[src/bsp_pkg.sv]
// Package for the B-spline curve point evaluator.
// Holds beat types, operation and register codes, controller states, datapath
// commands and the saturation helper. Depends on nothing.
package bsp_pkg;

  // Default sizes. The top level hands these down as parameters.
  localparam int MAX_CTRL_POINTS_DEF = 64;
  localparam int MAX_DEGREE_DEF      = 7;
  localparam int KNOT_DEPTH_DEF      = 72;

  // Operation codes of an input beat.
  localparam logic [1:0] OPC_LOAD_KNOT = 2'd0;
  localparam logic [1:0] OPC_LOAD_CTRL = 2'd1;
  localparam logic [1:0] OPC_EVAL      = 2'd2;

  // Configuration register indexes.
  localparam logic CFG_DEGREE = 1'b0;
  localparam logic CFG_LAST   = 1'b1;

  // Fixed-point constants. Basis values are Q1.30.
  localparam logic signed [31:0] BASIS_ONE  = 32'sh4000_0000;
  localparam int                 BASIS_FRAC = 30;
  localparam logic [1:0]         COORD_LAST = 2'd2;

  // Serial divider sizes: dividend magnitude below 2^63, divisor up to 2^32.
  localparam int DVD_W     = 63;
  localparam int DVS_W     = 33;
  localparam int DIV_CNT_W = 6;
  localparam logic [DIV_CNT_W-1:0] DIV_LAST_STEP = DIV_CNT_W'(DVD_W - 1);

  localparam logic signed [65:0] SAT_MAX = 66'sd2147483647;
  localparam logic signed [65:0] SAT_MIN = -66'sd2147483648;

  typedef struct packed {
    logic [1:0]         operation;
    logic [6:0]         entry_index;
    logic [31:0]        knot_value;
    logic signed [31:0] coord_x;
    logic signed [31:0] coord_y;
    logic signed [31:0] coord_z;
    logic [31:0]        param_u;
  } in_t;

  typedef struct packed {
    logic signed [31:0] point_x;
    logic signed [31:0] point_y;
    logic signed [31:0] point_z;
    logic [5:0]         span_found;
    logic               divide_fault;
  } out_t;

  // One datapath operation per cycle.
  typedef enum logic [4:0] {
    OP_NOP,
    OP_LOAD_KNOT,
    OP_LOAD_CTRL,
    OP_EVAL_START,
    OP_RD_TOP,
    OP_TOP_CHK,
    OP_SRCH_FIRST,
    OP_SRCH_STEP,
    OP_BASIS_INIT,
    OP_RD_LEFT,
    OP_RD_RIGHT,
    OP_SET_RIGHT,
    OP_MUL1,
    OP_DIV_START,
    OP_ST1,
    OP_MUL2,
    OP_ST2,
    OP_PT_INIT,
    OP_PT_RD,
    OP_PT_MUL,
    OP_PT_ACC,
    OP_FINISH
  } dp_op_t;

  typedef struct packed {
    dp_op_t op;
  } dp_cmd_t;

  typedef struct packed {
    logic top_hit;
    logic srch_done;
    logic p_zero;
    logic div_zero;
    logic div_busy;
    logic r_last;
    logic j_last;
    logic c_last;
    logic k_last;
    logic out_free;
  } dp_stat_t;

  typedef enum logic [4:0] {
    ST_IDLE,
    ST_RD_TOP,
    ST_TOP_CHK,
    ST_SRCH_FIRST,
    ST_SRCH,
    ST_BASIS_INIT,
    ST_RD_LEFT,
    ST_RD_RIGHT,
    ST_SET_RIGHT,
    ST_MUL1,
    ST_DIV1,
    ST_WAIT1,
    ST_ST1,
    ST_MUL2,
    ST_DIV2,
    ST_WAIT2,
    ST_ST2,
    ST_PT_INIT,
    ST_PT_RD,
    ST_PT_MUL,
    ST_PT_ACC,
    ST_FINISH
  } ctl_state_t;

  // Saturate a wide signed value to 32 bits.
  function automatic logic signed [31:0] sat32(input logic signed [65:0] v);
    if (v > SAT_MAX) return 32'sh7FFF_FFFF;
    if (v < SAT_MIN) return 32'sh8000_0000;
    return 32'(v);
  endfunction

endpackage

[src/bsp_ctrl.sv]
// Controller state machine of the B-spline evaluator.
// Sequences search, recurrence and point sum through datapath commands.
// Uses bsp_pkg.
module bsp_ctrl import bsp_pkg::*; (
  input  logic       clk,
  input  logic       rst,
  input  logic       in_valid,
  input  logic [1:0] in_operation,
  output logic       in_stall,
  output dp_cmd_t    cmd,
  input  dp_stat_t   stat
);

  ctl_state_t state;
  ctl_state_t state_next;

  always_ff @(posedge clk) begin
    if (rst) begin
      state <= ST_IDLE;
    end else begin
      state <= state_next;
    end
  end

  // Next state.
  always_comb begin
    state_next = state;
    unique case (state)
      ST_IDLE: begin
        if (in_valid && in_operation == OPC_EVAL) state_next = ST_RD_TOP;
      end
      ST_RD_TOP:     state_next = ST_TOP_CHK;
      ST_TOP_CHK:    state_next = stat.top_hit ? ST_BASIS_INIT : ST_SRCH_FIRST;
      ST_SRCH_FIRST: state_next = ST_SRCH;
      ST_SRCH: begin
        if (stat.srch_done) state_next = ST_BASIS_INIT;
      end
      ST_BASIS_INIT: state_next = stat.p_zero ? ST_PT_INIT : ST_RD_LEFT;
      ST_RD_LEFT:    state_next = ST_RD_RIGHT;
      ST_RD_RIGHT:   state_next = ST_SET_RIGHT;
      ST_SET_RIGHT:  state_next = ST_MUL1;
      ST_MUL1:       state_next = stat.div_zero ? ST_FINISH : ST_DIV1;
      ST_DIV1:       state_next = ST_WAIT1;
      ST_WAIT1: begin
        if (!stat.div_busy) state_next = ST_ST1;
      end
      ST_ST1:        state_next = ST_MUL2;
      ST_MUL2:       state_next = ST_DIV2;
      ST_DIV2:       state_next = ST_WAIT2;
      ST_WAIT2: begin
        if (!stat.div_busy) state_next = ST_ST2;
      end
      ST_ST2: begin
        priority if (stat.r_last && stat.j_last) state_next = ST_PT_INIT;
        else if (stat.r_last)                    state_next = ST_RD_LEFT;
        else                                     state_next = ST_MUL1;
      end
      ST_PT_INIT:    state_next = ST_PT_RD;
      ST_PT_RD:      state_next = ST_PT_MUL;
      ST_PT_MUL:     state_next = ST_PT_ACC;
      ST_PT_ACC: begin
        priority if (!stat.c_last) state_next = ST_PT_MUL;
        else if (stat.k_last)      state_next = ST_FINISH;
        else                       state_next = ST_PT_RD;
      end
      ST_FINISH: begin
        if (stat.out_free) state_next = ST_IDLE;
      end
      default:       state_next = ST_IDLE;
    endcase
  end

  // Command for the datapath and input stall.
  always_comb begin
    in_stall = state != ST_IDLE;
    cmd.op   = OP_NOP;
    unique case (state)
      ST_IDLE: begin
        if (in_valid) begin
          unique case (in_operation)
            OPC_LOAD_KNOT: cmd.op = OP_LOAD_KNOT;
            OPC_LOAD_CTRL: cmd.op = OP_LOAD_CTRL;
            OPC_EVAL:      cmd.op = OP_EVAL_START;
            default:       cmd.op = OP_NOP;
          endcase
        end
      end
      ST_RD_TOP:     cmd.op = OP_RD_TOP;
      ST_TOP_CHK:    cmd.op = OP_TOP_CHK;
      ST_SRCH_FIRST: cmd.op = OP_SRCH_FIRST;
      ST_SRCH:       cmd.op = OP_SRCH_STEP;
      ST_BASIS_INIT: cmd.op = OP_BASIS_INIT;
      ST_RD_LEFT:    cmd.op = OP_RD_LEFT;
      ST_RD_RIGHT:   cmd.op = OP_RD_RIGHT;
      ST_SET_RIGHT:  cmd.op = OP_SET_RIGHT;
      ST_MUL1:       cmd.op = OP_MUL1;
      ST_DIV1:       cmd.op = OP_DIV_START;
      ST_ST1:        cmd.op = OP_ST1;
      ST_MUL2:       cmd.op = OP_MUL2;
      ST_DIV2:       cmd.op = OP_DIV_START;
      ST_ST2:        cmd.op = OP_ST2;
      ST_PT_INIT:    cmd.op = OP_PT_INIT;
      ST_PT_RD:      cmd.op = OP_PT_RD;
      ST_PT_MUL:     cmd.op = OP_PT_MUL;
      ST_PT_ACC:     cmd.op = OP_PT_ACC;
      ST_FINISH:     cmd.op = stat.out_free ? OP_FINISH : OP_NOP;
      default:       cmd.op = OP_NOP;
    endcase
  end

endmodule

[config.mk]
export PLATFORM = sky130hd
export DESIGN_NAME = bsp_ctrl
export DESIGN_NICKNAME = d
export VERILOG_FILES = /design/src/bsp_pkg.sv /design/src/bsp_ctrl.sv
export SDC_FILE = /design/constraint.sdc
export NUM_CORES = 1
export LEC_CHECK = 0
export ABC_AREA = 1
export ABC_CLOCK_PERIOD_IN_PS = 3400
export BUFFER_PORTS_ARGS = -buffer_cell sky130_fd_sc_hd__clkbuf_2
export CORE_MARGIN = 2
export CORE_UTILIZATION = 56
export DETAILED_ROUTE_END_ITERATION = 10
export PLACE_DENSITY_LB_ADDON = 0.25
export SKIP_LAST_GASP = 1
export SYNTH_ARGS = -nofsm -noshare
export SYNTH_HDL_FRONTEND = slang
export SYNTH_SLANG_ARGS = --single-unit
[constraint.sdc]
create_clock -name clk -period 3.4 [get_ports clk]
set_clock_uncertainty 0.15 [all_clocks]
set_input_delay 0.51 -clock clk [delete_from_list [all_inputs] [get_ports clk]]
set_output_delay 0.51 -clock clk [all_outputs]
set_load 0.02 [all_outputs]
==> metrics <==
initial antenna violation count 0; worst skew pair latency roughly 0.25 ns; ANT nets after route 0; hold_sp rst; Post-synth ARST share 0%; via/cell ratio approximately 5.5; Slew Limit Fails 0; family with the most delay on the worst path flip-flops; sequential share of the synthesized area ~12%; arrival time at the worst endpoint 1.92 ns; PortBufs 20; Post-Syn Area around 800 µm²; Synth cell types 21; global-route wire length before repair approximately 3.7 mm; Area growth syn-to-layout 16.0%; top-count cell post-synth nand2_1; Post-Synthesis Cells roughly 150; post-synth top area share a little under a quarter; # diodes 0; top cells by area, synth nand2_1, dfxtp_1, nand3_1; Synth top cells by count nand2_1, inv_1, nand3_1, nor2_1; total power approximately 0.48 mW; predominant post-synthesis flop cell dfxtp_1; Detailed Place HPWL approximately 1.8 mm; synth warn 0; syn_nets 168; EDFF count, synth 0; pwr dens just over 500 nW/µm²; Routability Congestion about 0.9; clock buffer depth 2; core area 1330 µm²; DR WL/cell 11.9 µm; setup violators final 0; CTS tree built; RR Startpoint state[4]; largest register by flop count state; hold-fix buffer count after cts 0; final net count between 150 and 200; Tmin final about 2.6 ns; worst hold path type primary input to flop; clock root buffer clkbuf_4; Die W 42.1 µm; postcts setup bufs 0; WP buf/inv 3; Critical Path Fanout Max 12; crit path kind flop to output pin; Fin Setup TNS 0 ns; first-pass detailed-route iteration total 4; maxcap violations 0; Worst-Margin Slew a little under 0.5 ns; # clock sinks 5; vias post-DR 1044; setup repair after global routing missed its margin no; Largest register FFs 5; final clock period utilization by the worst path 75.8%; total detailed-routing wirelength 2.26 mm; Critical Path End Type output pin; Max stage delay on crit path between 0.6 and 0.7 ns; num ports 21; outcome finished, final reports clean; grt ovf 0; maximum clock frequency approximately 0.39 GHz; Worst setup startpoint state[4]; total track usage 26.7%; CTS resizes 0; largest net degree at the start of global routing 13; LEAKAGE around 0.56 nW; H-tree levels 1; DRT iter0 DRCs 68; biggest area consumer among synthesized cells nand2_1; Relative slew margins between 60% and 70%; #FFs+latches synth 5; startpoint types flop; Cell Rows 13; Clock transition at path regs roughly 0.040 ns; critical path cell sequence inv_1 > nand2_2 > inv_2 > nand2_1 > nand2_1 > nor3_1 > o21ai_0 > clkbuf_2; CP required 2.74 ns; drc violations 0; vias in the first global route 873; CTS buffer count 3; peak supply drop 0.484 mV; slowest cell on the critical path dfxtp_1; Mean Syn Cell Area around 5.3 µm²; Largest regs state x5; Initial Util around three fifths; die height about 42 µm; most used cell, CP nand2_1; share of post-route cells with drive strength above 1 roughly 26%; final hold violations 0; die area 1770 µm²
## per-layer routing
| layer | global-route usage, % | wire length [µm] |
|---|---|---|
| met2 | 44.4 | 1060 |
| met4 | 13.1 | 44 |
| met5 | 0 | 0 |
| met1 | 33.7 | 935 |
| met3 | 3.45 | 216 |
## cells in the final DEF, fill, tap and decap left out
cell / instances
clkbuf_2: 20
inv_2: 5
ha_1: 1
nand2_2: 4
clkbuf_1: 1
nor2_1: 15
nor2_2: 4
nand4_2: 1
o21ai_0: 6
nor3_1: 4
o211ai_1: 2
nand2_1: 50
nand3_1: 15
a21oi_1: 4
inv_1: 19
nand3_2: 1
nor2_4: 5
o21ai_2: 1
nand4_1: 6
a21oi_2: 1
dfxtp_1: 5
a31oi_1: 1
clkbuf_4: 3
## area by class of cell
type,instances,area (µm²)
Sequential cell,5,100
Timing Repair Buffer,20,100
Multi-Input combinational cell,121,607
Tap cell,15,18.8
Inverter,24,90.1
Fill cell,127,392
Clock buffer,4,26.3
## through the flow
step	setup WS (ns)	utilization (%)	hold slack, ns	std cells	area [µm²]
2_1_floorplan	1.38	-	0.362	152	812
3_3_place_gp	1.19	68.7	0.398	185	916
3_5_place_dp	1.11	68.7	0.411	185	916
4_1_cts	0.849	70.6	0.342	189	942
5_1_grt	0.643	70.6	0.350	189	942
6_report	0.824	70.6	0.346	189	942
## report_power, final
part | switching, mW | internal (mW) | total [mW]
clock network | 0.0250 | 0.0444 | 0.0694
logic | 0.220 | 0.105 | 0.325
registers | 0.0195 | 0.0698 | 0.0893
total | 0.265 | 0.219 | 0.484
## worst paths after layout
path / to / slack (ns) / cells past startpoint
setup / recovery: cmd[1] / 0.82 / 8
hold / removal: state[2] / 0.35 / 2
hold reg to reg: state[0] / 0.42 / 2
setup reg to reg: state[3] / 1.53 / 9
## cell families after synthesis
group                    share of synthesized area (%)
adder cells (fa/ha/maj)                           1.54
AND/OR/NAND/NOR                                   62.2
buffers and inverters                             12.9
flip-flops                                        12.3
AO/OA/AOI/OAI                                     10.9
Note: power is estimated with default switching activity, not from simulation.
